File: src/sv/hsc_pkg.sv
package hsc_pkg;

  // Widths of the stream fields
  localparam int WORD_W = 63;
  localparam int SYN_W  = 6;
  localparam int DATA_W = 57;   // data bits of the longest code
  localparam int PCNT_W = 3;

  // Command codes carried on the input tuser
  localparam logic CMD_ENCODE = 1'b0;
  localparam logic CMD_DECODE = 1'b1;

  // Parity count limits and the code lengths they select
  localparam logic [PCNT_W-1:0] MIN_PARITY = 3'd3;
  localparam int LEN_7  = 7;
  localparam int LEN_15 = 15;
  localparam int LEN_31 = 31;
  localparam int LEN_63 = 63;

  // Positions whose index has bit bitpos set (position p is bit p-1)
  function automatic logic [WORD_W-1:0] cover_mask(int unsigned bitpos);
    logic [WORD_W-1:0] mask;
    mask = '0;
    for (int unsigned p = 1; p <= WORD_W; p++) begin
      mask[p-1] = ((p >> bitpos) & 1) != 0;
    end
    return mask;
  endfunction

  // Place data bits in ascending order at the non-power-of-two positions
  function automatic logic [WORD_W-1:0] scatter(logic [DATA_W-1:0] data);
    logic [WORD_W-1:0] word;
    int unsigned       k;
    word = '0;
    k    = 0;
    for (int unsigned p = 1; p <= WORD_W; p++) begin
      if ((p & (p - 1)) != 0) begin
        word[p-1] = data[k];
        k++;
      end
    end
    return word;
  endfunction

  // Collect the non-power-of-two positions back into a data word
  function automatic logic [DATA_W-1:0] gather(logic [WORD_W-1:0] word);
    logic [DATA_W-1:0] data;
    int unsigned       k;
    data = '0;
    k    = 0;
    for (int unsigned p = 1; p <= WORD_W; p++) begin
      if ((p & (p - 1)) != 0) begin
        data[k] = word[p-1];
        k++;
      end
    end
    return data;
  endfunction

endpackage

File: src/sv/hsc_syndrome.sv
module hsc_syndrome (
  input  logic [hsc_pkg::WORD_W-1:0] word,
  output logic [hsc_pkg::SYN_W-1:0]  syn
);
  import hsc_pkg::*;

  // One XOR tree per syndrome bit over the positions it covers
  for (genvar i = 0; i < SYN_W; i++) begin : g_syn
    localparam logic [WORD_W-1:0] COVER = cover_mask(i);
    assign syn[i] = ^(word & COVER);
  end

endmodule

File: src/sv/hamming_sec_codec.sv
// Hamming single-error-correcting codec for the (7,4), (15,11), (31,26) and
// (63,57) codes, chosen by the parity count written on cfg_wr_data (values
// below 3 act as 3, values above MAX_PARITY as MAX_PARITY). Write it only
// while no beat is in flight. Each input beat carries the command on tuser
// (0 encode, 1 decode) and a low-aligned word on tdata; each produces one
// output beat. The block takes one beat per clock while the output is ready,
// through its three register stages: word masking and data placement,
// the syndrome XOR trees, and parity insertion or correction with data
// extraction. Backpressure stalls the stages in place without loss.
module hamming_sec_codec #(
  parameter int MAX_PARITY = 6
) (
  input  logic        clk,
  input  logic        rst,
  input  logic        cfg_wr_en,
  input  logic [hsc_pkg::PCNT_W-1:0] cfg_wr_data,
  input  logic        s_axis_tvalid,
  output logic        s_axis_tready,
  input  logic [63:0] s_axis_tdata,   // [62:0] data_word, [63] zero fill
  input  logic        s_axis_tuser,   // [0] cmd
  output logic        m_axis_tvalid,
  input  logic        m_axis_tready,
  output logic [71:0] m_axis_tdata    // [62:0] result_word, [68:63] syndrome,
                                      // [69] corrected, [71:70] zero fill
);
  import hsc_pkg::*;

  localparam logic [PCNT_W-1:0] MAX_M = PCNT_W'(MAX_PARITY);

  logic [PCNT_W-1:0] parity_count;

  // Hold the saturated parity count
  always_ff @(posedge clk) begin
    if (rst) begin
      parity_count <= MIN_PARITY;
    end else if (cfg_wr_en) begin
      if (cfg_wr_data < MIN_PARITY) begin
        parity_count <= MIN_PARITY;
      end else if (cfg_wr_data > MAX_M) begin
        parity_count <= MAX_M;
      end else begin
        parity_count <= cfg_wr_data;
      end
    end
  end

  // Codeword and data masks for the selected code
  logic [WORD_W-1:0] n_mask;
  logic [DATA_W-1:0] k_mask;

  always_comb begin
    case (parity_count)
      3'd3: begin
        n_mask = ~({WORD_W{1'b1}} << LEN_7);
        k_mask = ~({DATA_W{1'b1}} << (LEN_7 - 3));
      end
      3'd4: begin
        n_mask = ~({WORD_W{1'b1}} << LEN_15);
        k_mask = ~({DATA_W{1'b1}} << (LEN_15 - 4));
      end
      3'd5: begin
        n_mask = ~({WORD_W{1'b1}} << LEN_31);
        k_mask = ~({DATA_W{1'b1}} << (LEN_31 - 5));
      end
      default: begin
        n_mask = ~({WORD_W{1'b1}} << LEN_63);
        k_mask = ~({DATA_W{1'b1}} << (LEN_63 - 6));
      end
    endcase
  end

  // Stage handshake: a stage loads when it is empty or draining
  logic v1, v2, v3;
  logic rdy1, rdy2, rdy3;

  assign rdy3          = !v3 || m_axis_tready;
  assign rdy2          = !v2 || rdy3;
  assign rdy1          = !v1 || rdy2;
  assign s_axis_tready = rdy1;
  assign m_axis_tvalid = v3;

  // Stage 1: mask the word and place data bits for encode
  logic              cmd1;
  logic [WORD_W-1:0] word1;
  logic [WORD_W-1:0] in_word;

  assign in_word = s_axis_tdata[WORD_W-1:0];

  always_ff @(posedge clk) begin
    if (rst) begin
      v1 <= 1'b0;
    end else if (rdy1) begin
      v1 <= s_axis_tvalid;
    end
  end

  always_ff @(posedge clk) begin
    if (rdy1 && s_axis_tvalid) begin
      cmd1 <= s_axis_tuser;
      if (s_axis_tuser == CMD_ENCODE) begin
        word1 <= scatter(in_word[DATA_W-1:0] & k_mask);
      end else begin
        word1 <= in_word & n_mask;
      end
    end
  end

  // Stage 2: syndrome over the placed word
  logic              cmd2;
  logic [WORD_W-1:0] word2;
  logic [SYN_W-1:0]  syn2;
  logic [SYN_W-1:0]  syn_calc;

  hsc_syndrome u_syndrome (
    .word (word1),
    .syn  (syn_calc)
  );

  always_ff @(posedge clk) begin
    if (rst) begin
      v2 <= 1'b0;
    end else if (rdy2) begin
      v2 <= v1;
    end
  end

  always_ff @(posedge clk) begin
    if (rdy2 && v1) begin
      cmd2  <= cmd1;
      word2 <= word1;
      syn2  <= syn_calc;
    end
  end

  // Stage 3: insert parity on encode, flip the named bit and extract on decode
  logic [WORD_W-1:0] chk_word;
  logic [WORD_W-1:0] flip_bit;
  logic [WORD_W-1:0] fixed_word;
  logic [WORD_W-1:0] result_next;
  logic [SYN_W-1:0]  syn_next;
  logic              corr_next;

  always_comb begin
    chk_word = '0;
    for (int i = 0; i < SYN_W; i++) begin
      chk_word[(1 << i) - 1] = syn2[i];
    end
  end

  always_comb begin
    flip_bit = '0;
    if (syn2 != '0) begin
      flip_bit = {{(WORD_W-1){1'b0}}, 1'b1} << (syn2 - SYN_W'(1));
    end
  end

  assign fixed_word = word2 ^ flip_bit;

  always_comb begin
    if (cmd2 == CMD_ENCODE) begin
      result_next = word2 | chk_word;
      syn_next    = '0;
      corr_next   = 1'b0;
    end else begin
      result_next = {{(WORD_W-DATA_W){1'b0}}, gather(fixed_word)};
      syn_next    = syn2;
      corr_next   = syn2 != '0;
    end
  end

  logic [WORD_W-1:0] result_word;
  logic [SYN_W-1:0]  syndrome;
  logic              corrected;

  always_ff @(posedge clk) begin
    if (rst) begin
      v3 <= 1'b0;
    end else if (rdy3) begin
      v3 <= v2;
    end
  end

  always_ff @(posedge clk) begin
    if (rdy3 && v2) begin
      result_word <= result_next;
      syndrome    <= syn_next;
      corrected   <= corr_next;
    end
  end

  assign m_axis_tdata = {2'b00, corrected, syndrome, result_word};

`ifndef SYNTHESIS
  // A stalled first stage keeps its beat
  a_stage1_hold: assert property (@(posedge clk) disable iff (rst)
    (v1 && !rdy2) |=> (v1 && $stable(word1) && $stable(cmd1)))
    else $error("stage 1 beat changed while stalled");

  // A stalled second stage keeps its beat and syndrome
  a_stage2_hold: assert property (@(posedge clk) disable iff (rst)
    (v2 && !rdy3) |=> (v2 && $stable(word2) && $stable(syn2)))
    else $error("stage 2 beat changed while stalled");

  // An encode beat leaves with clear decode status
  a_encode_status: assert property (@(posedge clk) disable iff (rst)
    (v2 && rdy3 && cmd2 == CMD_ENCODE) |=>
      (m_axis_tvalid && syndrome == '0 && !corrected))
    else $error("encode beat carries decode status");
`endif

endmodule
File: config.mk
export PLATFORM = sky130hd
export DESIGN_NAME = hamming_sec_codec
export DESIGN_NICKNAME = d
export VERILOG_FILES = /design/src/sv/hsc_pkg.sv /design/src/sv/hsc_syndrome.sv /design/src/sv/hamming_sec_codec.sv
export SDC_FILE = /design/constraint.sdc
export NUM_CORES = 1
export LEC_CHECK = 0
export ABC_AREA = 1
export BUFFER_PORTS_ARGS = -buffer_cell sky130_fd_sc_hd__buf_2
export CORE_ASPECT_RATIO = 0.8
export CORE_MARGIN = 2
export CORE_UTILIZATION = 45
export CTS_BUF_LIST = sky130_fd_sc_hd__clkbuf_4 sky130_fd_sc_hd__clkbuf_8
export CTS_CLUSTER_DIAMETER = 60
export DETAILED_ROUTE_END_ITERATION = 8
export GPL_TIMING_DRIVEN = 0
export PLACE_DENSITY = 0.63
export SLEW_MARGIN = 20
export SYNTH_ARGS = -nofsm -noshare
export SYNTH_HDL_FRONTEND = slang
export SYNTH_SLANG_ARGS = --single-unit
File: constraint.sdc
create_clock -name clk -period 7.7 [get_ports clk]
set_input_delay 0.77 -clock clk [delete_from_list [all_inputs] [get_ports clk]]
set_output_delay 0.77 -clock clk [all_outputs]
set_load 0.03 [all_outputs]
==> run summary, run 1 <==
Finished Core Util = 53.31%
Routability congestion estimate = 0.9396
Post_cts resized = 0
Max Freq = 413.1 MHz
Slowest cell on crit path = edfxtp_1
Reg-to-Reg Start = syn2[0]
LEAKAGE = 0.006015 uW
Vias = 9,416
RSZ-0062 raised after global routing = no
First-pass DRT Iterations = 8
Max Cap Viol = 0
Sink Count = 210
CP startpoint = syn2[0]
Netlist Area Pre-Place = 0.01157 mm2
Power per standard cell area = 226.2 mW/mm2
Fill cells = 2,390
Core Footprint = 0.02531 mm2
R2R depth = 9
First DRT Iteration DRCs = 675
Initial core utilization = 45.73%
PortBufs = 143
Final Skew = 0.01445 ns
DP HPWL = 25,770 um
Largest net degree at the start of global routing = 62
Register area share after synthesis = 53.97%
Fin. Hold Viols = 0
Final setup viols = 0
H-tree depth = 2
Site Rows = 52
Drt drc = 0
Synth Instances = 1,338
CTS tree = built
CP max stage delay = 0.59 ns
Worst slew margin = 50.06%
Chip Height = 147.4 um
Post-DRT Antenna Nets = 0
Setup tns final = 0 ns
Multi-input gate area = 0.004579 mm2
Postcts setup bufs = 0
CP endpoint kind = flip-flop
Min Tclk post-route = 2.421 ns
Clk slew on worst S/H paths = 0.07 ns
P&R area growth vs syn = 16.58%
Number of CTS-inserted buffers = 35
Crit Reg-Reg Endpoint = result_word[31]
Global-route wire length before repair = 49,440 um
Setup CP Type = reg -> reg
Clk buf depth = 3
GRT Residual Overflow = 0
Number of synthesized register bits = 210
Die footprint = 0.02703 mm2
Proportion of layout cells with a drive suffix above 1 = 15.46%
Final wirelength = 32,420 um
Total power = 3052 uW
Startpoint types = flip-flop
Max-slew violations = 0
Outcome = complete, no violations
Sequence of cells on the critical path = nor2_2 -> nand3_2 -> nand2_1 -> inv_1 -> nor2_1 -> nand2_1 -> inv_1 -> nand3b_1 -> a31oi_1
Actual slew at the worst max-slew pin = 0.7474 ns
Root Driver = clkbuf_8
Syn. warnings = 0
WL per Instance = 17.34 um
Vias per inst = 5.035
CP Capture Point = result_word[31]
Synth Area per Inst = 8.650 um2
Worst EP arrival = 2.70 ns
Synth unique cells = 35
Clock latency on the worst-skew pair = 0.52 ns
Peak supply drop = 0.1065 mV
Ports = 147
# diodes = 0
Post-CTS Hold Buffers = 0
Final period utilization = 31.44%
Overall Global Routing Usage = 24.28%
Worst R2R Setup Slack = 5.28 ns
Register area = 0.006246 mm2
WP data required = 7.98 ns
Initial antenna violation count = 0
Worst min-delay path category = reg -> reg
Crit Path Max Fanout = 6
Die W = 183.3 um
Nets@finish = 1,596
Vias in the first global route = 8,778
-- worst min-delay path by stage --
| stage | start | to | slack (ns) | cells past startpoint |
|---|---|---|---|---|
| 2_1_floorplan | cmd1 | cmd2 | 0.40 | 0 |
| 3_3_place_gp | cmd1 | cmd2 | 0.42 | 0 |
| 3_5_place_dp | cmd1 | cmd2 | 0.42 | 0 |
| 4_1_cts | cmd1 | cmd2 | 0.44 | 0 |
| 5_1_grt | cmd1 | cmd2 | 0.44 | 0 |
| 6_report | cmd1 | cmd2 | 0.42 | 0 |
-- state kept, by name (all words and copies together), names as in the netlist --
name and flops:
word2 63, cmd2 1, cmd1 1, syn2 6, syndrome 6, parity_count 3, v2 1, v1 1
corrected 1, result_word 63, word1 63, m_axis_tvalid 1
-- cell usage after synthesis (all sizes together) --
cell,n,area (um2)
nand2,510,1934
edfxtp,204,6126
inv,132,498.0
nor2,85,334.1
xor2,71,621.9
o21ai,68,347.8
xnor2,65,569.3
nand3,59,300.3
a21oi,43,215.2
clkbuf,34,128.9
buf,22,136.4
a31oi,15,93.84
nor3,9,45.04
dfxtp,6,120.1
nand3b,5,37.54
a21o,3,22.52
nand4,3,18.77
conb,1,3.750
o21bai,1,7.510
o22ai,1,6.260
or2,1,6.260
-- cells by family (layout without fill, tap and decap cells) --
kind of cell / after synthesis / after routing / share of synthesized area, %
AND/OR/NAND/NOR: 672 / 672 / 23.12
other: 1 / 2 / 0.03240
XOR/XNOR: 136 / 136 / 10.29
flip-flops: 210 / 210 / 53.97
buffers and inverters: 188 / 395 / 6.595
AO/OA/AOI/OAI: 131 / 131 / 5.989
-- routing by layer --
metal,global-route usage (%),vias to the layer above,share of wire (%)
li1,-,4678,-
met1,36.41,4252,47
met2,36.16,429,41
met3,4.188,57,8.8
met4,7.160,0,2.5
met5,0,-,0
-- per-stage QoR --
step | instances | worst slack [ns] | cell area [um2] | hold slack [ns]
floorplan | 1339 | 2.992 | 11580 | 0.4003
global placement | 1806 | 1.832 | 12700 | 0.4162
detailed placement | 1810 | 5.120 | 12820 | 0.4226
CTS | 1870 | 5.338 | 13490 | 0.4359
global route | 1870 | 5.147 | 13490 | 0.4428
finish | 1870 | 5.279 | 13490 | 0.4245
-- power by group --
part	switching, uW	internal, uW	leakage, uW	total (uW)
clock network	425	525	0.000361	951
registers	75.2	1350	0.00202	1420
logic	453	228	0.00364	680
total	953	2100	0.00601	3050
-- cells in the final DEF (no fill, tap or decap), drive strengths merged, types with 59 or more instances in the layout --
| master | synthesis | routed |
|---|---|---|
| o21ai | 68 | 68 |
| xnor2 | 65 | 65 |
| clkbuf | 34 | 81 |
| nand3 | 59 | 59 |
| buf | 22 | 169 |
| edfxtp | 204 | 204 |
| nor2 | 85 | 85 |
| nand2 | 510 | 510 |
| xor2 | 71 | 71 |
| inv | 132 | 132 |
-- critical path: cells and delay by family, from the launching register on --
family                 cells  cell delay, ns
buffers and inverters      2            0.20
AOI/OAI and AO/OA          1            0.32
and+or+nand+nor            6            1.08
DFF                        1            0.59
-- final cells by class --
cell class                      count  area share (%)
Sequential cell                   210           46.29
Inverter                          132           3.728
Multi-Input combinational cell    941           33.94
Clock inverter                     13          0.6213
Tap cell                          324           3.004
Timing Repair Buffer              147           6.120
Clock buffer                       47           4.330
Buffer                             56           1.966
(Power assumes the default switching activity.)
==> inputs of run 2 (changes only) <==
ABC_AREA = 0   (was 1)
clock period = 2.3 ns   (was 7.7 ns; I/O delays follow)
==> run 2 against run 1 <==
Compared with the run above:
- final cell count is 32% lower
- sequential power rose to 3.4 times the previous value
- routed wire length fell by 26%
- global-route usage down 3.2 points
- count of clock-buffer cells in the layout is 1 higher
- critical path depth fell by 4
- clock power grew to 3.3 times the previous value
- total power increased to 3.5 times the previous value
- synthesized cell count is 42% lower
- register-to-register slack lost 5.1 ns
- clock skew hardly changed
- largest cell class unchanged
- highest routed layer unchanged
==> run summary, run 2 <==
Core Footprint = 0.02156 mm2 (-15%)
Vias in the first global route = 6,050 (-31%)
Max-slew violations = 0 (unchanged)
Fin. Hold Viols = 0 (unchanged)
Final Skew = 0.01451 ns (+0.00005420 ns)
First DRT Iteration DRCs = 436 (-35%)
Post-DRT Antenna Nets = 0 (unchanged)
GRT Residual Overflow = 0 (unchanged)
Number of synthesized register bits = 210 (unchanged)
Post-synth top area cell = edfxtp_1
Initial core utilization = 45.84% (+0.11 points)
Synth Area per Inst = 12.77 um2 (+48%)
Synth Instances = 774 (-42%)
Vias = 6,235 (-34%)
Register area share after synthesis = 63.20% (+9.2 points)
Nets@finish = 1,043 (-35%)
Crit Reg-Reg Endpoint = syn2[2]
P&R area growth vs syn = 20.67%
Min-Delay Path Depth = 2 (+2)
CTS tree = built
Worst min-delay path category = in -> reg
Commonest non-fill, non-tap cell in the layout = edfxtp_1
Outcome = complete, no violations
Number of CTS-inserted buffers = 35 (unchanged)
Proportion of layout cells with a drive suffix above 1 = 22.48% (+7.0 points)
Actual slew at the worst max-slew pin = 0.7905 ns (+0.04317 ns)
Top-count cell post-synth = edfxtp_1
Synth area leaders = edfxtp_1 62%, xnor2_1 9.1%, mux2i_1 5.5%
R2R depth = 5 (-4)
Peak supply drop = 0.3539 mV (+230%)
Ports = 147 (unchanged)
Syn. warnings = 0 (unchanged)
Biggest regs = result_word (63), word1 (63), word2 (63)
Power per standard cell area = 893.0 mW/mm2 (+290%)
Top cells by count, synth = 204 x edfxtp_1, 137 x nor2_1, 103 x xnor2_1
Global-route wire length before repair = 35,870 um (-27%)
Sink Count = 210 (unchanged)
H-tree depth = 2 (unchanged)
Max Cap Viol = 0 (unchanged)
LEAKAGE = 0.004431 uW (-26%)
Top-area cell type share of the netlist area = 61.98% (+9.1 points)
Max Freq = 470.3 MHz (+14%)
Final setup viols = 0 (unchanged)
Worst slew margin = 47.30% (-2.8 points)
Initial antenna violation count = 0 (unchanged)
Clk slew on worst S/H paths = 0.06 ns (about the same)
Overall Global Routing Usage = 21.09% (-3.2 points)
WP data required = 2.54 ns (-5.44 ns)
Fin area = 0.01193 mm2 (-12%)
Setup CP Type = reg -> reg
Largest net degree at the start of global routing = 32 (-48%)
Ys async rst share = 0% (unchanged)
Placed Area = 0.01118 mm2 (-13%)
Crit Path Max Fanout = 3 (-3)
Min Tclk post-route = 2.126 ns (-0.2944 ns)
Clk buf depth = 3 (unchanged)
Postcts setup bufs = 0 (unchanged)
Netlist Area Pre-Place = 0.009883 mm2 (-15%)
Hold_ws = 0.02455 ns (-0.4000 ns)
Synth Flop Type = edfxtp_1
DP HPWL = 18,610 um (-28%)
Final period utilization = 92.44% (+61 points)
Hold Path Sink = word1[3]
Root Driver = clkbuf_8
Finished Core Util = 55.32% (+2.0 points)
Worst EP arrival = 2.37 ns (-0.33 ns)
WL per Instance = 18.85 um (+8.7%)
Worst R2R Setup Slack = 0.17 ns (-5.11 ns)
Hold Crit Start = s_axis_tdata[3]
Routability congestion estimate = 0.9301 (-1.0%)
Chip Height = 136.6 um (-7.4%)
PortBufs = 143 (unchanged)
CP endpoint kind = flip-flop
Startpoint types = flip-flop
Most frequent cells in the layout = 204 x edfxtp_1, 144 x buf_2, 137 x nor2_1
# diodes = 0 (unchanged)
RSZ-0062 raised after global routing = no
Die footprint = 0.02317 mm2 (-14%)
Drt drc = 0 (unchanged)
Total power = 10,650 uW (+250%)
Post-synth EDFFs = 204 (unchanged)
Synth unique cells = 35 (unchanged)
Site Rows = 48 (-7.7%)
Final wirelength = 23,880 um (-26%)
Reg-to-Reg Start = word1[54]
Die W = 169.7 um (-7.4%)
First-pass DRT Iterations = 5 (-3)
Clock latency on the worst-skew pair = 0.51 ns (about the same)
Vias per inst = 4.921 (-2.3%)
==> run 2: cell count changes after synthesis, sizes merged, moves of 13 or more <==
cell | before | now
a21oi | 43 | 60
a31oi | 15 | 2
inv | 132 | 3
mux2i | 0 | 54
nand2 | 510 | 36
nand3 | 59 | 10
nor2 | 85 | 137
nor2b | 0 | 13
o21ai | 68 | 2
xnor2 | 65 | 104
xor2 | 71 | 54
==> run 2: stage by stage <==
stage,instances,worst slack [ns],setup TNS (ns)
floorplan,775,0.04736,0
global placement,1193,-0.2038,-30.52
detailed placement,1201,0.06139,0
CTS,1268,0.06605,0
global route,1267,0.05284,0
finish,1267,0.1738,0
==> run 2: layout make-up <==
class | count | area, um2
plain buffers | 36 | 151.4
clock buffers | 48 | 579.3
clock inverters | 11 | 81.33
fillers | 1877 | 9634
inverters | 3 | 11.26
multi-input cells | 525 | 3525
flip-flops and latches | 210 | 6246
well taps | 275 | 344.1
repair buffers | 159 | 988.4
==> run 2: worst max-delay path: stages, from the launching register on <==
cell	delay (ns)
edfxtp_1	0.47
xnor2_1	0.34
xor2_1	0.13
xnor2_1	0.29
xnor3_1	0.46
xnor2_1	0.17
==> run 2: cells by family (layout without fill, tap and decap cells) <==
logic type | count (synthesis) | count (layout) | synth area share (%)
other | 1 | 2 | 0.03794
xor gates and xnor gates | 164 | 164 | 15.45
AOI/OAI and AO/OA | 68 | 68 | 3.557
and+or+nand+nor | 233 | 233 | 10.19
muxes | 58 | 58 | 5.925
buffers and inverters | 40 | 257 | 1.646
DFF | 210 | 210 | 63.20
==> run 2: routing by layer <==
metal | global-route usage [%] | vias to the layer above | wire (um)
met2 | 29.50 | 253 | 9561
met1 | 33.30 | 2858 | 12400
met5 | 0 | - | 0
met3 | 3.875 | 36 | 1479
li1 | - | 3088 | -
met4 | 6.220 | 0 | 438
==> run 2: power breakdown <==
group / total (uW) / switching (uW) / internal (uW)
Combinational: 2650 / 1510 / 1140
Sequential: 4880 / 259 / 4620
Clock: 3120 / 1390 / 1740
==> run 2: what timing repair did <==
action / CTS / global route
hold buffers: 8 / 0
endpoints found under the setup margin: 0 / 27
hold endpoints to repair: 8 / 0
resized for setup: 0 / 7
==> run 2: worst max path at each step <==
stage | start | to | slack (ns) | depth (start not counted)
after floorplan | m_axis_tvalid | cmd2 | 0.05 | 2
after global placement | m_axis_tvalid | word2[62] | -0.20 | 2
after detailed placement | cmd2 | result_word[19] | 0.06 | 4
after CTS | cmd2 | result_word[19] | 0.07 | 4
after global routing | syn2[1] | result_word[6] | 0.05 | 6
final | word1[54] | syn2[2] | 0.17 | 5
==> inputs of run 3 (changes only) <==
==> constraint.sdc (replaced) <==
create_clock -name clk -period 2.3 [get_ports clk]
set_input_delay 0.23 -clock clk [delete_from_list [all_inputs] [get_ports clk]]
set_output_delay 0.23 -clock clk [all_outputs]
set_load 0.01 [all_outputs]
==> run 3 against run 2 <==
Compared with the run above:
- largest power group unchanged
- core utilization increased by 0.56 points
- clock skew increased by 0.0050 ns
- combinational power about the same
- largest cell class unchanged
- global-route usage increased by 0.14 points
- highest routed layer unchanged
- sequential power about the same
- clock power increased by 12%
- first-iteration DRC count decreased by 15%
==> run summary, run 3 (synthesis gave the netlist of run 2 again) <==
First-pass DRT Iterations = 7 (+2)
Final setup viols = 0 (unchanged)
Worst EP arrival = 2.51 ns (+0.14 ns)
Nets@finish = 1,049 (+0.58%)
Final Skew = 0.01951 ns (+0.004998 ns)
First DRT Iteration DRCs = 372 (-15%)
Ports = 147 (unchanged)
R2R depth = 4 (-1)
Actual slew at the worst max-slew pin = 0.8038 ns (+0.01321 ns)
Worst min-delay path category = in -> reg
Reg-to-Reg Start = cmd2
Vias per inst = 5.027 (+2.1%)
Drt drc = 0 (unchanged)
Setup tns final = 0 ns (unchanged)
GRT Residual Overflow = 0 (unchanged)
CP endpoint kind = flip-flop
Die footprint = 0.02317 mm2 (unchanged)
CP Capture Point = result_word[11]
Number of CTS-inserted buffers = 35 (unchanged)
RSZ-0062 raised after global routing = yes
# diodes = 0 (unchanged)
Global-route wire length before repair = 36,110 um (+0.65%)
Place WS = 0.02236 ns (-0.03903 ns)
P&R area growth vs syn = 21.89%
Max-slew violations = 0 (unchanged)
Clock latency on the worst-skew pair = 0.53 ns (+0.02 ns)
Final period utilization = 99.33% (+6.9 points)
Chip Height = 136.6 um (unchanged)
Peak supply drop = 0.3232 mV (-8.7%)
Final wirelength = 24,050 um (+0.72%)
Min-Delay Path Depth = 4 (+2)
Final WS setup = 0.01551 ns (-0.1583 ns)
LEAKAGE = 0.004480 uW (+1.1%)
CTS tree = built
WL per Instance = 18.89 um (+0.25%)
Fin. Hold Viols = 0 (unchanged)
Non-Filler Instances = 1,273 (+0.47%)
Routability congestion estimate = 0.9388 (+0.94%)
Worst slew margin = 46.42% (-0.88 points)
Proportion of layout cells with a drive suffix above 1 = 22.14% (-0.34 points)
Startpoint types = flip-flop
Total power = 10,970 uW (+3.0%)
Most frequent cells in the layout = 204 x edfxtp_1, 144 x buf_2, 137 x nor2_1
Setup CP Type = reg -> reg
Initial core utilization = 45.84% (unchanged)
Crit Reg-Reg Endpoint = result_word[11]
Vias = 6,399 (+2.6%)
Worst R2R Setup Slack = 0.02 ns (-0.16 ns)
Initial antenna violation count = 0 (unchanged)
Core Footprint = 0.02156 mm2 (unchanged)
PortBufs = 143 (unchanged)
Clk slew on worst S/H paths = 0.06 ns (about the same)
Die W = 169.7 um (unchanged)
Post-DRT Antenna Nets = 0 (unchanged)
Vias in the first global route = 6,146 (+1.6%)
Largest net degree at the start of global routing = 32 (unchanged)
Commonest non-fill, non-tap cell in the layout = edfxtp_1
Crit Path Max Fanout = 10 (+7)
Power per standard cell area = 910.2 mW/mm2 (+1.9%)
DP HPWL = 18,760 um (+0.79%)
CP startpoint = cmd2
H-tree depth = 2 (unchanged)
Clk buf depth = 3 (unchanged)
WP data required = 2.52 ns (-0.02 ns)
Max Cap Viol = 0 (unchanged)
Max Freq = 437.7 MHz (-6.9%)
Biggest regs = result_word (63), word1 (63), word2 (63)
Sink Count = 210 (unchanged)
Placed cells = 1,201 (unchanged)
Overall Global Routing Usage = 21.23% (+0.14 points)
Min Tclk post-route = 2.284 ns (+0.1583 ns)
Hold_ws = 0.02666 ns (+0.002104 ns)
Outcome = complete, no violations
Site Rows = 48 (unchanged)
Root Driver = clkbuf_8
## run 3: cell count changes in the layout (fill, tap and decap cells not counted), sizes merged
cell and change:
buf +3, inv +3, clkbuf -8, bufinv +3
clkinvlp -1, clkinv +1, dlygate4sd3 +5
## run 3: how the worst min path moves through the flow
stage	start	slack, ns	endpoint
6_report	cfg_wr_data[2]	0.03	parity_count[0]
5_1_grt	s_axis_tdata[2]	0.01	word1[5]
4_1_cts	s_axis_tdata[26]	0.0002	word1[32]
3_5_place_dp	cmd1	0.41	cmd2
3_3_place_gp	s_axis_tuser	0.43	cmd1
2_1_floorplan	rst	0.30	parity_count[2]
## run 3: layout make-up
class                           instances  area (um2)
Fill cell                            1776        9514
Sequential cell                       210        6246
Multi-Input combinational cell        525        3517
Timing Repair Buffer                  164        1039
Clock buffer                           42       534.3
Tap cell                              275       344.1
Clock inverter                         17       203.9
Buffer                                 37       151.4
Inverter                                3       11.26
## run 3: report_power, final
group	switching (uW)	leakage (uW)	internal, uW
registers	230	0.00201	4620
logic	1490	0.00209	1140
clock network	1470	0.000380	2010
## run 3: per-stage QoR
| step | instance area (um2) | utilization [%] |
|---|---|---|
| after global routing | 12050 | 55.87 |
| after global placement | 10980 | 50.93 |
| after floorplan | 9921 | - |
| after CTS | 12040 | 55.85 |
| final | 12050 | 55.87 |
| after detailed placement | 11170 | 51.82 |
## run 3: repair_timing
action,CTS,global route
hold buffers,13,0
buffers inserted,0,0
endpoints found under the setup margin,0,29
gates resized for setup,0,4
endpoints found under the hold margin,14,0
## run 3: critical path, cell delays in order (launching register included)
cell,delay [ns]
edfxtp_1,0.35
clkbuf_1,0.35
clkbuf_1,0.45
buf_1,0.59
a21oi_1,0.23
## run 3: metal layers
metal	track usage [%]	vias to the layer above	wire length (um)
li1	-	3095	-
met1	32.52	2975	11980
met2	30.73	294	9896
met3	4.367	35	1792
met4	5.840	0	386
met5	0	-	0
